`config.mk`:
```
export PLATFORM = sky130hd
export DESIGN_NAME = ppc_front
export DESIGN_NICKNAME = d
export VERILOG_FILES = /design/src/rtl/ppc_pkg.sv /design/src/rtl/ppc_front.sv
export SDC_FILE = /design/constraint.sdc
export NUM_CORES = 2
export LEC_CHECK = 0
export BUFFER_PORTS_ARGS = -buffer_cell sky130_fd_sc_hd__buf_2
export CAP_MARGIN = 20
export CORE_ASPECT_RATIO = 1.5
export CORE_MARGIN = 2
export CORE_UTILIZATION = 59
export CTS_BUF_LIST = sky130_fd_sc_hd__clkbuf_8
export DETAILED_ROUTE_END_ITERATION = 8
export PLACE_DENSITY_LB_ADDON = 0.08
export SETUP_SLACK_MARGIN = 0.4
export SKIP_LAST_GASP = 1
export SLEW_MARGIN = 30
export SYNTH_ARGS = -nofsm -noshare
export SYNTH_HDL_FRONTEND = slang
export SYNTH_SLANG_ARGS = --single-unit
```
`constraint.sdc`:
```
create_clock -name clk_i -period 35 [get_ports clk_i]
set_input_delay 0 -clock clk_i [delete_from_list [all_inputs] [get_ports clk_i]]
set_output_delay 0 -clock clk_i [all_outputs]
set_load 0.01 [all_outputs]
```
`src/rtl/ppc_pkg.sv`:
```
`default_nettype none
package ppc_pkg;

  localparam int unsigned MaxPolygonVertices = 64;
  localparam int unsigned QueueDepth = 4;
  localparam int unsigned InCntW = 7;
  localparam int unsigned OutCntW = 8;
  localparam int unsigned ScaleW = 18;

  typedef logic signed [31:0] coord_t;
  typedef logic signed [51:0] dist_t;

  typedef struct packed {
    logic signed [15:0] nx;
    logic signed [15:0] ny;
    logic signed [15:0] nz;
    logic signed [31:0] offset;
    logic [15:0]        margin;
  } cfg_t;

  // one edge a -> b, closing marks the edge back to the first vertex
  typedef struct packed {
    coord_t [2:0] a;
    dist_t        da;
    logic         ia;
    coord_t [2:0] b;
    dist_t        db;
    logic         ib;
    logic         closing;
    logic         in_ge3;
  } job_t;

  typedef enum logic [2:0] {
    RegNormalX = 3'd0,
    RegNormalY = 3'd1,
    RegNormalZ = 3'd2,
    RegOffset  = 3'd3,
    RegMargin  = 3'd4
  } reg_idx_e;

  typedef enum logic [2:0] {
    F_IDLE,
    F_MUL,
    F_SUM,
    F_PUSH_E,
    F_PUSH_C
  } front_state_e;

  typedef enum logic [3:0] {
    B_IDLE,
    B_EMIT_A,
    B_TEST,
    B_SETUP,
    B_QINT,
    B_FRAC,
    B_ROUND,
    B_SAT,
    B_MUL,
    B_ADD,
    B_EMIT_P,
    B_EMIT_SUM
  } back_state_e;

endpackage
`default_nettype wire

```
`src/rtl/ppc_front.sv`:
```
`default_nettype none
module ppc_front #(
  parameter int unsigned MAX_POLYGON_VERTICES = ppc_pkg::MaxPolygonVertices
) (
  input  wire logic                  clk_i,
  input  wire logic                  rst_ni,
  input  wire ppc_pkg::cfg_t         cfg_i,
  input  wire logic                  in_valid_i,
  output logic                       in_ready_o,
  input  wire ppc_pkg::coord_t [2:0] in_point_i,
  input  wire logic                  in_last_i,
  output logic                       push_o,
  output ppc_pkg::job_t              job_o,
  input  wire logic                  full_i
);

  localparam int unsigned InCap = (MAX_POLYGON_VERTICES < 127) ? MAX_POLYGON_VERTICES : 127;
  localparam logic [ppc_pkg::InCntW-1:0] InCapV = ppc_pkg::InCntW'(InCap);

  ppc_pkg::front_state_e state_q, state_d;

  ppc_pkg::coord_t [2:0] cur_q, prev_q, first_q;
  logic                  last_q;
  logic signed [47:0]    prod_q [3];
  ppc_pkg::dist_t        d_q, prev_d_q, first_d_q;
  logic                  inside_q, prev_in_q;
  logic [ppc_pkg::InCntW-1:0] in_cnt_q;

  logic signed [32:0]    thr33;
  ppc_pkg::dist_t        thr;
  ppc_pkg::dist_t        d_sum;
  logic                  leave_e;

  // (offset - margin) scaled to 14 fraction bits
  assign thr33 = $signed({cfg_i.offset[31], cfg_i.offset}) - $signed({17'b0, cfg_i.margin});
  assign thr   = $signed({{5{thr33[32]}}, thr33, 14'b0});
  assign d_sum = $signed({{4{prod_q[0][47]}}, prod_q[0]})
               + $signed({{4{prod_q[1][47]}}, prod_q[1]})
               + $signed({{4{prod_q[2][47]}}, prod_q[2]});

  assign leave_e = (state_q == ppc_pkg::F_PUSH_E) && ((in_cnt_q == '0) || !full_i);

  always_comb begin
    state_d = state_q;
    case (state_q)
      ppc_pkg::F_IDLE:   if (in_valid_i) state_d = ppc_pkg::F_MUL;
      ppc_pkg::F_MUL:    state_d = ppc_pkg::F_SUM;
      ppc_pkg::F_SUM:    state_d = ppc_pkg::F_PUSH_E;
      ppc_pkg::F_PUSH_E: begin
        if (leave_e) state_d = last_q ? ppc_pkg::F_PUSH_C : ppc_pkg::F_IDLE;
      end
      ppc_pkg::F_PUSH_C: if (!full_i) state_d = ppc_pkg::F_IDLE;
      default:           state_d = ppc_pkg::F_IDLE;
    endcase
  end

  always_comb begin
    in_ready_o = (state_q == ppc_pkg::F_IDLE);
    push_o     = 1'b0;
    job_o.closing = 1'b0;
    job_o.in_ge3  = 1'b0;
    job_o.a  = prev_q;
    job_o.da = prev_d_q;
    job_o.ia = prev_in_q;
    job_o.b  = cur_q;
    job_o.db = d_q;
    job_o.ib = inside_q;
    case (state_q)
      ppc_pkg::F_PUSH_E: push_o = (in_cnt_q != '0) && !full_i;
      ppc_pkg::F_PUSH_C: begin
        push_o        = !full_i;
        job_o.closing = 1'b1;
        job_o.in_ge3  = (in_cnt_q >= ppc_pkg::InCntW'(3));
        job_o.b       = first_q;
        job_o.db      = first_d_q;
        job_o.ib      = (first_d_q >= thr);
      end
      default: push_o = 1'b0;
    endcase
  end

  always_ff @(posedge clk_i) begin
    if (in_valid_i && in_ready_o) begin
      cur_q  <= in_point_i;
      last_q <= in_last_i;
    end
    if (state_q == ppc_pkg::F_MUL) begin
      prod_q[0] <= $signed(cur_q[0]) * cfg_i.nx;
      prod_q[1] <= $signed(cur_q[1]) * cfg_i.ny;
      prod_q[2] <= $signed(cur_q[2]) * cfg_i.nz;
    end
    if (state_q == ppc_pkg::F_SUM) begin
      d_q      <= d_sum;
      inside_q <= (d_sum >= thr);
    end
    if (leave_e) begin
      prev_q    <= cur_q;
      prev_d_q  <= d_q;
      prev_in_q <= inside_q;
      if (in_cnt_q == '0) begin
        first_q   <= cur_q;
        first_d_q <= d_q;
      end
    end
  end

  always_ff @(posedge clk_i or negedge rst_ni) begin
    if (!rst_ni) begin
      state_q  <= ppc_pkg::F_IDLE;
      in_cnt_q <= '0;
    end else begin
      state_q <= state_d;
      if (leave_e && (in_cnt_q < InCapV)) begin
        in_cnt_q <= in_cnt_q + 1'b1;
      end else if ((state_q == ppc_pkg::F_PUSH_C) && !full_i) begin
        in_cnt_q <= '0;
      end
    end
  end

endmodule
`default_nettype wire

```
; Word level (Yosys, flattened, before mapping)
; Memory sizes are Yosys's and may differ from the RTL's.
; Cells that the tools add are included.
[totals]
reg_bits = 451
ram_bits = 144
out_inout_bits = 302
word_cells = 60
memories = 1
[mem_list]
columns = name, words, width, rd, rd_ports_with_merged_regs, wr, line_no
row1 = prod_q, 3, 48, 3, 0, 3, ppc_front.sv:24  ; logic signed [47:0] prod_q [3];
[op_classes]
add_sub_neg = 4
multipliers = 3
n_lt_le_gt_ge = 4
n_eq_ne = 7
muxes = 11
reduce_logical = 13
[op_table]
columns = op, count
row1 = $mux W151, 1
row2 = $mul A32 B16 Y48, 3
row3 = $ge A50 B47 Y1, 2
row4 = $add A49 B48 Y50, 1
row5 = $add A48 B48 Y49, 1
row6 = $sub A32 B17 Y33, 1
row7 = $pmux W3 S5, 1
row8 = $mux W7, 2
row9 = $mux W3, 4
row10 = $add A7 B1 Y7 const B, 1
row11 = $ge A7 B2 Y1 const B, 1
row12 = $logic_not A7 Y1, 1
row13 = $lt A7 B7 Y1 const B, 1
row14 = $reduce_bool A7 Y1, 1
row15 = $eq A3 B2 Y1 const B, 2
row16 = $ne A2 B2 Y1 const B, 3
row17 = $logic_and A1 B1 Y1, 5
row18 = $eq A3 B1 Y1 const B, 1
row19 = $eq A3 B3 Y1 const B, 1
row20 = $logic_not A3 Y1, 1
row21 = $reduce_and A3 Y1, 1
row22 = $mux W1, 2
row23 = $pmux W1 S2, 1
row24 = $reduce_and A2 Y1, 1
row25 = 3 further kinds, 3

; Logic depth before layout (Yosys ltp)
[depth]
ltp_word = 5
depth_mapped = 27
depth_no_buf = 25

; Least setup slack after synthesis
; No wires, ideal clock.
[synth_timing]
path_type = reg-to-reg
from = register state_q[2]
to = memory prod_q[0][0], enable pin
setup_time_ns = 0.853
arrival_ns = 10.954
slack_ns = 23.193
path_stages_with_launch = 3
synth_period_minus_slack_ns = 11.807
cell_sequence = dfrtp_1 > clkbuf_1 > nor3b_1
[synth_lines]
columns = item, line_no
row1 = "start, declared", ppc_front.sv:20  ; ppc_pkg::front_state_e state_q, state_d;
row2 = "start signal, assigned", ppc_front.sv:109  ; state_q <= ppc_pkg::F_IDLE;
row3 = "start signal, assigned", ppc_front.sv:112  ; state_q <= state_d;
row4 = "end, declared", ppc_front.sv:24

==> qor.txt <==
synth unique cells: 74
WL final: 223.3 mm
hold_sp: in_valid_i
Die ar.: 137,300 um^2
Post-DP HPWL: 173.4 mm
input/output buffers: 498
met1 wire length: 81.35 mm
WL per Instance: 21.65 um
DIE HEIGHT: 452.9 um
Core Region: 133,200 um^2
Hold WC Path Type: input pin to flip-flop
area share of fa/ha/maj cells after synthesis: 0.4567
fin crit share: 0.2124
most frequent cell after synthesis: inv_1
CTS root buffer: clkbuf_8
Routed Antenna Nets: 0
R2R setup slack: 27.57 ns
fraction of layout cells with a size suffix above 1: 0.08114
max-cap viol count: 0
Vias/cell: 5.563
Die W: 303.3 um
Synth Area in Compound Gates: 0.05333
Synth top cells by count: 1,696 x inv_1, 1,508 x fa_1, 1,405 x nand2_1
syn avg cell area: 9.956 um^2
sequential share of the synthesized area: 0.2248
first-pass GRT wire length: 350.4 mm
metal2 WL: 117.2 mm
starting density of the core: 0.5951
GRT Total Usage: 0.3371
DRC violations left: 0
flops & latches, synth: 595
post-synthesis cell count: 7,961
status: complete, no violations
synth warn: 0
Worst-path clk slew: 0.06 ns
Site Rows: 164
post-layout minimum cycle time: 7.433 ns
Reg2Reg Depth: 21
largest family of logic cells by synthesized area: adder cells
mux contribution to synthesized area: 0.0002526
met3 WL: 13.95 mm
number of synthesized flops with an enable pin: 585
Iter 0 DRT Violations: 3,858
Worst Skew: 0.05585 ns
Post-Synth Simple-Gate Area: 0.1443
# IOs: 499
FF-to-FF Start: cur_q[19]$_DFFE_PP_
Setup-failing EPs final: 0
synthesized cell area: 79,260 um^2
Worst Path Arrival: 8.01 ns
vias in the first global route: 62,510
commonest register cell after synthesis: edfxtp_1
maximum buffer depth of the clock tree: 3
grt ovf: 0
Clock Latency Late Sink: 0.89 ns
Max Used Layer: met5
Setup Buffers After CTS: 0
Slew headroom: 0.2960
Post-Synth XOR/XNOR Area: 0.02520
First-pass DRT Iterations: 8
ys async rst share: 0.01681
Final Hold Fails: 0
r2r endpoint: prod_q[0][43]$_DFFE_PP_
CTS tree: yes
CP startpoint kind: flip-flop
Hold EP: state_q[0]$_DFFE_PN0P_
RSZ-0062 raised after global routing: no
total clock buffers created by CTS: 98
Net Count, Synth: 10,150
nets: 10,670
max-slew violations: 0
GPL Wtd Cong: 0.9745
hold path cells: 5
Via Count: 57,370
largest net degree at the start of global routing: 77
Crit. End Element: flip-flop
worst setup path class: flip-flop to flip-flop
H-Tree Depth: 3
WP data required: 35.58 ns
worst-margin pin slew: 1.056 ns
initial antenna violation count: 7
f_max: 0.1345 GHz
TritonCTS Sinks: 595
top-area cell type share of the netlist area: 0.3809
ranking of synthesized cells by area: fa_1 38%, edfxtp_1 22%, inv_1 8.0%
Setup TNS Final: 0 ns
area grow syn2layout: 9.843%
Yosys top cell by area: fa_1
Critical Path Fanout Max: 19
worst max-delay path by stage:
stage,startpoint,to,slack [ns],cells past startpoint
after CTS,cur_q[11]$_DFFE_PP_,prod_q[0][47]$_DFFE_PP_,27.61,21
after floorplan,state_q[2]$_DFFE_PN0P_,prod_q[0][0]$_DFFE_PP_,23.19,2
final,cur_q[19]$_DFFE_PP_,prod_q[0][43]$_DFFE_PP_,27.57,21
after global placement,cur_q[16]$_DFFE_PP_,prod_q[0][47]$_DFFE_PP_,27.70,22
after detailed placement,cur_q[11]$_DFFE_PP_,prod_q[0][47]$_DFFE_PP_,27.62,21
after global routing,cur_q[12]$_DFFE_PP_,prod_q[0][47]$_DFFE_PP_,27.17,21
timing repair:
action	in CTS	in global routing
gates resized for setup	0	0
hold buffers	201	0
endpoints found under the hold margin	171	0
cell families (layout without fill, tap and decap cells):
logic type,after synthesis,count (layout)
other,0,4
and+or+nand+nor,2473,2473
adders and majority gates,1988,1988
muxes,2,2
DFF,595,595
xor gates and xnor gates,228,228
buffers and inverters,2011,2615
AOI/OAI and AO/OA,664,664
critical path: stages, from the launching register on:
cell and delay [ns]:
edfxtp_1 0.91, nand2_1 0.18, fa_1 0.54, fa_1 0.52, fa_1 0.51, inv_1 0.06
fa_1 0.48, fa_1 0.50, inv_1 0.06, fa_1 0.55, inv_1 0.07, ha_1 0.38
a21oi_1 0.15, o21ai_0 0.13, a221oi_1 0.50, o22ai_1 0.14, nor3_1 0.44, o21ai_1 0.23
a31oi_1 0.42, o21bai_1 0.13, a21oi_1 0.19, xnor2_1 0.09
state kept, by name (all words and copies together) (netlist names):
signal and flops:
prev_in_q 1, state_q 3, d_q 50, cur_q 96, prev_d_q 50, first_q 96, inside_q 1, first_d_q 50
in_cnt_q 7, last_q 1, job_o 96, prod_q 144
per-stage QoR:
step	area (um^2)	setup WS (ns)	utilization	std cells	hold WS, ns
2_1_floorplan	79260	23.19	-	7961	-0.2956
3_3_place_gp	83030	27.70	0.6235	9923	-0.1244
3_5_place_dp	83030	27.62	0.6235	9923	-0.1183
4_1_cts	86990	27.61	0.6532	10310	0.007290
5_1_grt	87050	27.17	0.6537	10310	0.09927
6_report	87060	27.57	0.6537	10310	0.08512
cell type report:
cell class / count / area, um^2
well taps: 1743 / 2181
clock inverters: 83 / 605.6
fillers: 11020 / 46110
multi-input cells: 5355 / 53910
diodes: 4 / 10.01
flip-flops and latches: 595 / 17820
clock buffers: 98 / 1349
repair buffers: 734 / 4798
inverters: 1700 / 6386
cells in the final DEF (no fill, tap or decap), drive strengths merged, types with 32 or more instances in the layout:
master and count:
xnor2 159, clkinv 44, clkbuf 98, edfxtp 585, nor2b 32, a21o 128
buf 533, nor2 196, a21oi 219, fa 1508, inv 1726, nand3 44
xor2 69, nand2 1405, ha 480, dlygate4sd3 201, and2 615, o21ai 121
nand4 40, nand2b 47
layer usage:
layer  global-route usage  vias up
met5                    0        -
met4               0.1546        6
met3              0.04254      561
met2               0.6045     2234
met1               0.4017    29310
li1                     -    25250
Power is not shown: default switching activity piles up to over one toggle a cycle in this logic, so the estimate is an artifact.
