File: config.mk
export PLATFORM = sky130hd
export DESIGN_NAME = ppc_queue
export DESIGN_NICKNAME = d
export VERILOG_FILES = /design/src/rtl/ppc_pkg.sv /design/src/rtl/ppc_queue.sv
export SDC_FILE = /design/constraint.sdc
export NUM_CORES = 1
export LEC_CHECK = 0
export ABC_AREA = 1
export ABC_CLOCK_PERIOD_IN_PS = 21800
export BUFFER_PORTS_ARGS = -buffer_cell sky130_fd_sc_hd__buf_4
export CAP_MARGIN = 30
export CORE_UTILIZATION = 55
export DETAILED_ROUTE_END_ITERATION = 16
export PLACE_DENSITY = 0.72
export SKIP_LAST_GASP = 1
export SYNTH_ARGS = -nofsm -noshare
export SYNTH_HDL_FRONTEND = slang
export SYNTH_SLANG_ARGS = --single-unit
File: constraint.sdc
create_clock -name clk_i -period 21.8 [get_ports clk_i]
set_input_delay 3.27 -clock clk_i [delete_from_list [all_inputs] [get_ports clk_i]]
set_output_delay 3.27 -clock clk_i [all_outputs]
set_load 0.02 [all_outputs]
File: src/rtl/ppc_pkg.sv
`default_nettype none
package ppc_pkg;

  localparam int unsigned MaxPolygonVertices = 64;
  localparam int unsigned QueueDepth = 4;
  localparam int unsigned InCntW = 7;
  localparam int unsigned OutCntW = 8;
  localparam int unsigned ScaleW = 18;

  typedef logic signed [31:0] coord_t;
  typedef logic signed [51:0] dist_t;

  typedef struct packed {
    logic signed [15:0] nx;
    logic signed [15:0] ny;
    logic signed [15:0] nz;
    logic signed [31:0] offset;
    logic [15:0]        margin;
  } cfg_t;

  // one edge a -> b, closing marks the edge back to the first vertex
  typedef struct packed {
    coord_t [2:0] a;
    dist_t        da;
    logic         ia;
    coord_t [2:0] b;
    dist_t        db;
    logic         ib;
    logic         closing;
    logic         in_ge3;
  } job_t;

  typedef enum logic [2:0] {
    RegNormalX = 3'd0,
    RegNormalY = 3'd1,
    RegNormalZ = 3'd2,
    RegOffset  = 3'd3,
    RegMargin  = 3'd4
  } reg_idx_e;

  typedef enum logic [2:0] {
    F_IDLE,
    F_MUL,
    F_SUM,
    F_PUSH_E,
    F_PUSH_C
  } front_state_e;

  typedef enum logic [3:0] {
    B_IDLE,
    B_EMIT_A,
    B_TEST,
    B_SETUP,
    B_QINT,
    B_FRAC,
    B_ROUND,
    B_SAT,
    B_MUL,
    B_ADD,
    B_EMIT_P,
    B_EMIT_SUM
  } back_state_e;

endpackage
`default_nettype wire

File: src/rtl/ppc_queue.sv
`default_nettype none
module ppc_queue (
  input  wire logic          clk_i,
  input  wire logic          rst_ni,
  input  wire logic          push_i,
  input  wire ppc_pkg::job_t job_i,
  input  wire logic          pop_i,
  output ppc_pkg::job_t      job_o,
  output logic               full_o,
  output logic               empty_o
);

  localparam int unsigned Depth = ppc_pkg::QueueDepth;
  localparam int unsigned PtrW = $clog2(Depth);

  ppc_pkg::job_t mem_q [Depth];
  logic [PtrW-1:0] wr_q, rd_q;
  logic [PtrW:0]   cnt_q;

  assign full_o  = (cnt_q == (PtrW+1)'(Depth));
  assign empty_o = (cnt_q == '0);
  assign job_o   = mem_q[rd_q];

  always_ff @(posedge clk_i) begin
    if (push_i) begin
      mem_q[wr_q] <= job_i;
    end
  end

  always_ff @(posedge clk_i or negedge rst_ni) begin
    if (!rst_ni) begin
      wr_q  <= '0;
      rd_q  <= '0;
      cnt_q <= '0;
    end else begin
      if (push_i) begin
        wr_q <= (wr_q == PtrW'(Depth-1)) ? '0 : wr_q + 1'b1;
      end
      if (pop_i) begin
        rd_q <= (rd_q == PtrW'(Depth-1)) ? '0 : rd_q + 1'b1;
      end
      if (push_i && !pop_i) begin
        cnt_q <= cnt_q + 1'b1;
      end else if (pop_i && !push_i) begin
        cnt_q <= cnt_q - 1'b1;
      end
    end
  end

endmodule
`default_nettype wire

Word level (Yosys, flattened, before mapping) --
Memory sizes are Yosys's and may differ from the RTL's. Cells that the tools add are included.
Storage, ports and cells: flip-flop bits (word level) 7, RAM bits 1200, bits of input ports 304, output and inout bits 302, logic and storage cells 23, memories 1
Memories:
- mem_q | depth 4, width 300, read ports 1, clocked after memory_dff 0, write ports 1, line ppc_queue.sv:16 | ppc_pkg::job_t mem_q [Depth];
Operators by class: add/subtract/negate cells 4, equality and inequality tests 3, muxes and demuxes 6, reductions and logical operators 6
Operators by type and width (number):
- 2-to-1 mux 3 bit | 2
- adder 2 x 1 -> 2 bit (second input constant) | 2
- == test 2 bit (second input constant) | 2
- 2-to-1 mux 2 bit | 2
- adder 3 x 1 -> 3 bit (second input constant) | 1
- == test 3 bit (second input constant) | 1
- zero test 3 bit | 1
- subtractor 3 x 1 -> 3 bit (second input constant) | 1
- logical AND 1 bit | 2
- zero test 1 bit | 2
- 2-to-1 mux 1 bit | 2
- nonzero test 2 bit | 1

Longest topological paths before layout --
Gate-level depths: netlist of run 1.
depth in word-level cells 4, mapped depth 9, depth with buffers taken out 9

Worst setup path before layout of run 1 --
OpenSTA, ideal clock, no wires.
path type input to register, start in push_i, end mem mem_q[3][0] in the netlist's numbering (enable), library setup time 0.650 ns, arrival time 9.069 ns, data required time 21.150 ns, setup slack 12.081 ns, stages 2, buffers on the path 0, cells stage by stage nand2_1 inv_1
Between the ends: word-level cells in the longest chain between the ends 2
Ends and longest elaborated chain:
- start, declared | line ppc_queue.sv:5 | input wire logic push_i,
- 2-to-1 mux 1 bit | line ppc_queue.sv:25 | if (push_i) begin
- 2-to-1 mux 1 bit (implied by the code) | line ppc_queue.sv:26 | mem_q[wr_q] <= job_i;
- end, declared | line ppc_queue.sv:16
No other way between the ends.

==> results by group, run 1 <==
Global routing
  • Overall routing resource usage: approximately 23%
  • Wire length of the first global-routing pass: 151 mm
  • Residual overflow from global routing: 0
  • Number of global-route vias before repair: ~26000
  • Antenna violations before repair: 19
  • Largest net degree at the start of global routing: roughly 260

Timing
  • Setup-failing EPs final: 0
  • Worst setup slack after layout: 13.75 ns
  • Final period demand of the worst path: 8.05 ns
  • Final hold violations: 0
  • Pins Over Slew Limit: 0
  • Setup repair after global routing missed its margin: no
  • Sum of negative setup slack: 0 ns
  • Highest Clock Rate: 124 MHz
  • Period utilisation layout: a little under two fifths
  • Max transition margin: 20.1%
  • Largest clock skew in the final design: 0.0159 ns
  • Worst slew pin tran: 1.20 ns

Clock network
  • Number of hold-repair buffers added at the cts stage: 0
  • CTS Buf Count: 119
  • Clock sink count: 1207
  • Number of buffers inserted to repair setup after CTS: 0
  • Worst-Skew Late Latency: ~0.7 ns
  • Clock tree from TritonCTS: built
  • CTS Root Cell: sky130_fd_sc_hd__clkbuf_16
  • Bufs on Longest Clock Path: 3
  • Resized cells post-CTS: 0
  • CTS HTree Levels: 3
  • Clock transition at the registers of the reported paths: about 0.060 ns

Floorplan
  • Top-level I/O count: 606
  • Starting Density: a little under three fifths
  • Horizontal die dimension: slightly below 300 µm
  • Area of the core: 0.0854 mm²
  • Floorplan die area: about 0.09 mm²
  • Y dimension of the die: 296 µm
  • Cell Rows: 107

Power
  • VDD IR max: 0.118 mV
  • Static leakage: between 0.02 and 0.025 µW
  • PwrDens: 137 mW/mm²

Status
  • Outcome: finished, final reports clean

Logic synthesis
  • EDFF count, synth: 1200
  • Synth Register Bits: 1207
  • Area of the mapped netlist: 0.0476 mm²
  • Gate count after technology mapping: between 3000 and 4000
  • Post-synthesis sequential area ratio: 76.1%
  • Synth warnings: 0
  • Leading cell type by number of instances after synthesis: sky130_fd_sc_hd__edfxtp_1
  • Net count after synthesis: around 3900
  • Top FF cell, synth: sky130_fd_sc_hd__edfxtp_1
  • Mean post-synth cell area: 13.4 µm²
  • Proportion of register bits with asynchronous set or reset after synthesis: 0.580%
  • Biggest area contributors in the synthesized netlist: sky130_fd_sc_hd__edfxtp_1, sky130_fd_sc_hd__o211ai_1, sky130_fd_sc_hd__nand2_1
  • Share of the synthesized area in the top cell type: 75.7%
  • Ranking of synthesized cells by instance count: sky130_fd_sc_hd__edfxtp_1, sky130_fd_sc_hd__nand2_1, sky130_fd_sc_hd__inv_1
  • Count of different cell masters after synthesis: 19
  • Post-synth top area cell: sky130_fd_sc_hd__edfxtp_1

Detailed routing
  • Number of detailed-routing iterations run before antenna repair: 5
  • Initial drt markers: 1669
  • Sum of routed wire length over all layers: 102 mm
  • Via density: 5.21
  • Average routed wire per standard cell: 19.0 µm
  • Number of vias after detailed routing: 28000
  • Number of nets still failing antenna checks after routing: 0
  • Post-route DRC: 0

Finish
  • Filler cell count: approximately 6000
  • Layout overhead on the synthesized area: 19.5%
  • Multi-input gate area in the final layout: 0.00809 mm²
  • Fin nets: 4424
  • Total area of sequential cells: about 0.036 mm²
  • Fraction of final layout cells with drive strength greater than 1: 19.3%

Placement
  • DP HPWL: 60.9 mm
  • Count of port buffers added during placement: between 600 and 700
  • Placer Congestion: 0.792
  • Post-Place Setup Slack: 14.52 ns

Worst setup path
  • Category of the critical setup timing path: register to output pin
  • Required time of the worst setup path: roughly 19 ns
  • Sum of buffers and inverters on the critical path: 6
  • CP max stage delay: 0.89 ns
  • CP delay by family, top: buffers and inverters
  • CP endpoint kind: output pin
  • Cells along the critical path: inv_8 > buf_4 > buf_16 > buf_4 > buf_4 > nand2_1 > o211ai_1 > nand2_1 > buf_4
  • Arr. time, crit path: 4.78 ns
  • Critical path fanouts, max: 183
  • Most used cell along the critical path: sky130_fd_sc_hd__buf_4
  • Slowest cell on crit path: sky130_fd_sc_hd__buf_4
  • Startpoint type of the worst setup path: register

Min path
  • Worst min-delay path category: register to register

Job
  • Number of maximum-capacitance constraint violations: 0
layer usage:
layer / track usage, % / vias up / part of all wire [%]
met2: 38.8 / 775 / 51
met5: 0 / - / 0.069
li1: - / 13600 / -
met3: 7.02 / 202 / 8.2
met1: 26.9 / 13400 / 38
met4: 9.04 / 12 / 3.3
kinds of logic after synthesis:
kind of cell	count (synthesis)	synth area share, %
buffers and inverters	812	6.91
AND/OR/NAND/NOR	921	7.28
adder cells (fa/ha/maj)	7	0.200
XOR/XNOR	1	0.0184
AO/OA/AOI/OAI	604	9.51
flip-flops	1207	76.1
cells in the final DEF (no fill, tap or decap), types with 9 or more instances in the layout:
master,netlist,routed
sky130_fd_sc_hd__clkinv_1,0,27
sky130_fd_sc_hd__o211ai_1,600,600
sky130_fd_sc_hd__bufinv_16,0,9
sky130_fd_sc_hd__clkbuf_16,0,122
sky130_fd_sc_hd__inv_1,612,607
sky130_fd_sc_hd__clkinv_2,0,27
sky130_fd_sc_hd__nand2_1,915,915
sky130_fd_sc_hd__buf_4,9,629
sky130_fd_sc_hd__diode_2,0,14
sky130_fd_sc_hd__edfxtp_1,1200,1200
sky130_fd_sc_hd__clkbuf_1,57,26
worst min-delay path, stage by stage (launching register included):
cell	delay, ns
sky130_fd_sc_hd__dfrtp_1	0.36
sky130_fd_sc_hd__nand2_1	0.06
sky130_fd_sc_hd__nand2_1	0.05
state kept, by name, indices dropped and copies added, names as in the netlist:
signal and flops:
rd_q 2, cnt_q 3, mem_q 1200, wr_q 2
path summary, 6_finish.rpt:
check | from | to | slack [ns] | cells after the start
min reg2reg | cnt_q[2]$_DFFE_PN0P_ | cnt_q[2]$_DFFE_PN0P_ | 0.51 | 2
min in group asynchronous | rst_ni | rd_q[0]$_DFFE_PN0P_ | 2.40 | 1
max reg2reg | wr_q[0]$_DFFE_PN0P_ | mem_q[2][79]$_DFFE_PP_ | 18.18 | 7
min | cnt_q[2]$_DFFE_PN0P_ | cnt_q[2]$_DFFE_PN0P_ | 0.51 | 2
max in group asynchronous | rst_ni | rd_q[1]$_DFFE_PN0P_ | 19.25 | 1
max | rd_q[0]$_DFFE_PN0P_ | job_o[118] | 13.75 | 9
through the flow:
| step | hold slack [ns] | util (%) | area, µm² | total power (µW) | cells |
|---|---|---|---|---|---|
| global placement | 0.482 | 61.9 | 52900 | 5840 | 5129 |
| floorplan | 0.463 | - | 47600 | 4870 | 3552 |
| finish | 0.508 | 66.6 | 56900 | 7790 | 5372 |
| CTS | 0.515 | 66.4 | 56700 | 7850 | 5354 |
| global route | 0.551 | 66.6 | 56900 | 8170 | 5368 |
| detailed placement | 0.493 | 62.0 | 52900 | 5890 | 5132 |
power by group:
part | switching (µW) | internal, µW | total (µW) | leakage (µW)
combinational | 1850 | 913 | 2760 | 0.00983
clock | 834 | 1130 | 1960 | 0.00186
sequential | 91.0 | 2970 | 3060 | 0.0111
total | 2780 | 5020 | 7790 | 0.0228
final cells by class:
type,instances,area share (%)
clock inverters,74,1.13
repair buffers,639,8.75
well taps,1144,2.52
multi-input cells,1533,14.2
inverters,613,4.12
flip-flops and latches,1207,63.7
diodes,14,0.0616
clock buffers,148,5.54
No activity file was read; power rests on OpenSTA's default activity.
==> inputs of run 2 (changes only) <==
ABC_AREA = 0   (was 1)
ABC_CLOCK_PERIOD_IN_PS = 6500   (was 21800)
CORE_UTILIZATION = 51   (was 55)
PLACE_DENSITY = 0.71   (was 0.72)
clock period = 6.5 ns   (was 21.8 ns; I/O delays follow)
==> results by group, run 2 <==
Detailed routing
  • Number of vias after detailed routing: 19300 (-31%)
  • Post-route DRC: 0 (unchanged)
  • Initial drt markers: 1185 (-29%)
  • Sum of routed wire length over all layers: 88.8 mm (-13%)
  • Number of detailed-routing iterations run before antenna repair: 5 (unchanged)
  • Via density: 5.47 (+5.1%)
  • Average routed wire per standard cell: 25.2 µm (+33%)
  • Number of nets still failing antenna checks after routing: 0 (unchanged)

Timing
  • Setup repair after global routing missed its margin: no
  • Pins Over Slew Limit: 0 (unchanged)
  • Sum of negative setup slack: 0 ns (unchanged)
  • Largest clock skew in the final design: 0.0134 ns (-0.00254 ns)
  • Final hold violations: 0 (unchanged)
  • Final period demand of the worst path: 3.94 ns
  • Period utilisation layout: 60.6%
  • Highest Clock Rate: 254 MHz
  • Setup-failing EPs final: 0 (unchanged)
  • Worst slew pin tran: 1.23 ns (+0.0360 ns)
  • Max transition margin: 17.7% (-2.4 points)

Worst setup path
  • Required time of the worst setup path: 5.52 ns (-13.01 ns)
  • Cells along the critical path: buf_16 > buf_12 > mux4_2 > buf_4
  • Register-to-register path setup slack: 3.99 ns (-14.19 ns)
  • Depth of the worst register-to-register path: 4 (-3)
  • Critical path fanouts, max: 75 (-59%)
  • CP endpoint kind: output pin
  • CP delay by family, top: buffers and inverters
  • Endpoint of the worst-slack reg-to-reg timing path: mem_q[2][199]$_DFFE_PP_
  • Arr. time, crit path: 2.96 ns (-1.82 ns)
  • CP max stage delay: 0.62 ns (-0.27 ns)
  • Category of the critical setup timing path: register to output pin
  • Startpoint type of the worst setup path: register
  • Slowest cell on crit path: sky130_fd_sc_hd__mux4_2
  • Reg-to-Reg Start: wr_q[0]$_DFFE_PN0P_
  • Sum of buffers and inverters on the critical path: 3 (-3)

Clock network
  • CTS Root Cell: sky130_fd_sc_hd__clkbuf_16
  • Worst-Skew Late Latency: 0.71 ns (+0.02 ns)
  • Number of hold-repair buffers added at the cts stage: 0 (unchanged)
  • CTS Buf Count: 118 (-0.84%)
  • Number of buffers inserted to repair setup after CTS: 0 (unchanged)
  • CTS HTree Levels: 3 (unchanged)
  • Clock sink count: 1207 (unchanged)
  • Resized cells post-CTS: 0 (unchanged)
  • Clock transition at the registers of the reported paths: 0.06 ns (about the same)
  • Clock tree from TritonCTS: built
  • Bufs on Longest Clock Path: 3 (unchanged)

Logic synthesis
  • Gate count after technology mapping: 1604 (-55%)
  • Share of the synthesized area in the top cell type: 82.0% (+6.3 points)
  • Count of different cell masters after synthesis: 22 (+3)
  • Synth warnings: 0 (unchanged)
  • Leading cell type by number of instances after synthesis: sky130_fd_sc_hd__edfxtp_1
  • Biggest area contributors in the synthesized netlist: sky130_fd_sc_hd__edfxtp_1, sky130_fd_sc_hd__mux4_2, sky130_fd_sc_hd__buf_12
  • Post-synth top area cell: sky130_fd_sc_hd__edfxtp_1
  • EDFF count, synth: 1200 (unchanged)
  • Area of the mapped netlist: 0.0440 mm² (-7.6%)
  • Mean post-synth cell area: 27.4 µm² (+100%)
  • Post-synthesis sequential area ratio: 82.4% (+6.3 points)
  • Synth Register Bits: 1207 (unchanged)
  • Proportion of register bits with asynchronous set or reset after synthesis: 0.580% (unchanged)
  • Ranking of synthesized cells by instance count: sky130_fd_sc_hd__edfxtp_1, sky130_fd_sc_hd__mux4_2, sky130_fd_sc_hd__buf_2
  • Net count after synthesis: 1915 (-50%)
  • Top FF cell, synth: sky130_fd_sc_hd__edfxtp_1

Power
  • Static leakage: 0.0180 µW (-21%)
  • VDD IR max: 0.351 mV (+200%)
  • PwrDens: 472 mW/mm² (+240%)

Floorplan
  • Starting Density: 51.5% (-4.2 points)
  • Top-level I/O count: 606 (unchanged)
  • Horizontal die dimension: 296 µm (-0.19%)
  • Area of the core: 0.0853 mm² (-0.16%)
  • Y dimension of the die: 296 µm (-0.19%)
  • Cell Rows: 107 (unchanged)
  • Floorplan die area: 0.0874 mm² (-0.39%)

Job
  • Number of maximum-capacitance constraint violations: 0 (unchanged)

Finish
  • Fraction of final layout cells with drive strength greater than 1: 46.1% (+27 points)
  • Non-Filler Instances: 3529 (-34%)
  • Most common cell after layout, fill and taps aside: sky130_fd_sc_hd__edfxtp_1
  • Number of flip-flops in the largest register: 1200 (unchanged)
  • Fin nets: 2595 (-41%)
  • Commonest cells after routing, fill and taps aside: sky130_fd_sc_hd__edfxtp_1, sky130_fd_sc_hd__buf_4, sky130_fd_sc_hd__mux4_2
  • Layout overhead on the synthesized area: 21.5%
  • Largest registers: mem_q x1200, cnt_q x3
  • Register bank with the most flops: mem_q

Global routing
  • Wire length of the first global-routing pass: 128 mm (-15%)
  • Overall routing resource usage: 20.0% (-2.8 points)
  • Number of global-route vias before repair: 20300 (-23%)
  • Residual overflow from global routing: 0 (unchanged)
  • Largest net degree at the start of global routing: 163 (-38%)
  • Antenna violations before repair: 15 (-4)

Placement
  • DP HPWL: 53.1 mm (-13%)
  • Number of placed instances, taps included: 3307 (-36%)
  • Count of port buffers added during placement: 605 (unchanged)
  • Placer Congestion: 0.769 (-2.9%)

Min path
  • Worst min-delay path category: input port to async pin

Status
  • Outcome: finished, final reports clean
## run 2: cell count changes after synthesis, sizes merged, moves of 2 or more
cell / change
clkbuf: -54
xor2: +2
inv: -609
mux2: +3
o211ai: -600
o21ai: -2
nand2: -913
buf: -78
mux4: +300
and2: +4
## run 2: metrics by stage
step / power [µW] / area [µm²] / utilization (%) / hold WS [ns] / setup WS (ns)
floorplan: 15900 / 44000 / - / 0.456 / 1.39
global placement: 18600 / 49500 / 58.1 / 0.475 / 2.92
detailed placement: 18800 / 49500 / 58.1 / 0.507 / 2.89
CTS: 25500 / 53400 / 62.6 / 0.0173 / 2.11
global route: 26200 / 53400 / 62.6 / 0.0447 / 2.37
finish: 25200 / 53400 / 62.6 / 0.0751 / 2.56
## run 2: kinds of logic (layout without fill, tap and decap cells)
group,after synthesis,after routing,synth area share (%)
and+or+nand+nor,11,11,0.128
other,0,6,0
DFF,1207,1207,82.4
AOI/OAI and AO/OA,2,2,0.0228
muxes,303,303,15.4
xor gates and xnor gates,3,3,0.0598
buffers and inverters,71,846,1.75
adders and majority gates,7,7,0.216
## run 2: power by group
group          total [µW]  switching (µW)  leakage (µW)  internal (µW)
Sequential          10300             287        0.0111           9970
Combinational        8240            4620       0.00509           3620
Clock                6710            2790       0.00186           3910
## run 2: worst max path at each step
stage	startpoint	end	slack [ns]	depth (start not counted)
detailed placement	rd_q[0]$_DFFE_PN0P_	job_o[92]	2.89	3
CTS	rd_q[0]$_DFFE_PN0P_	job_o[92]	2.11	3
global placement	rd_q[0]$_DFFE_PN0P_	job_o[92]	2.92	3
floorplan	push_i	mem_q[3][0]$_DFFE_PP_	1.39	1
global route	rd_q[0]$_DFFE_PN0P_	job_o[188]	2.37	4
finish	rd_q[0]$_DFFE_PN0P_	job_o[188]	2.56	4
## run 2: area by class of cell
cell class	count	area, µm²
Inverter	4	15.0
Timing Repair Buffer	627	4910
Tap cell	1144	1430
Multi-Input combinational cell	326	6990
Clock buffer	145	3080
Clock inverter	70	766
Sequential cell	1207	36200
Antenna cell	6	15.0
Fill cell	5660	31900
## run 2: layer usage
layer | track usage (%) | share of wire, % | vias to the layer above
li1 | - | - | 8366
met1 | 24.2 | 36 | 10100
met2 | 32.7 | 51 | 677
met3 | 8.05 | 10 | 156
met4 | 6.87 | 2.6 | 20
met5 | 0 | 0.16 | -
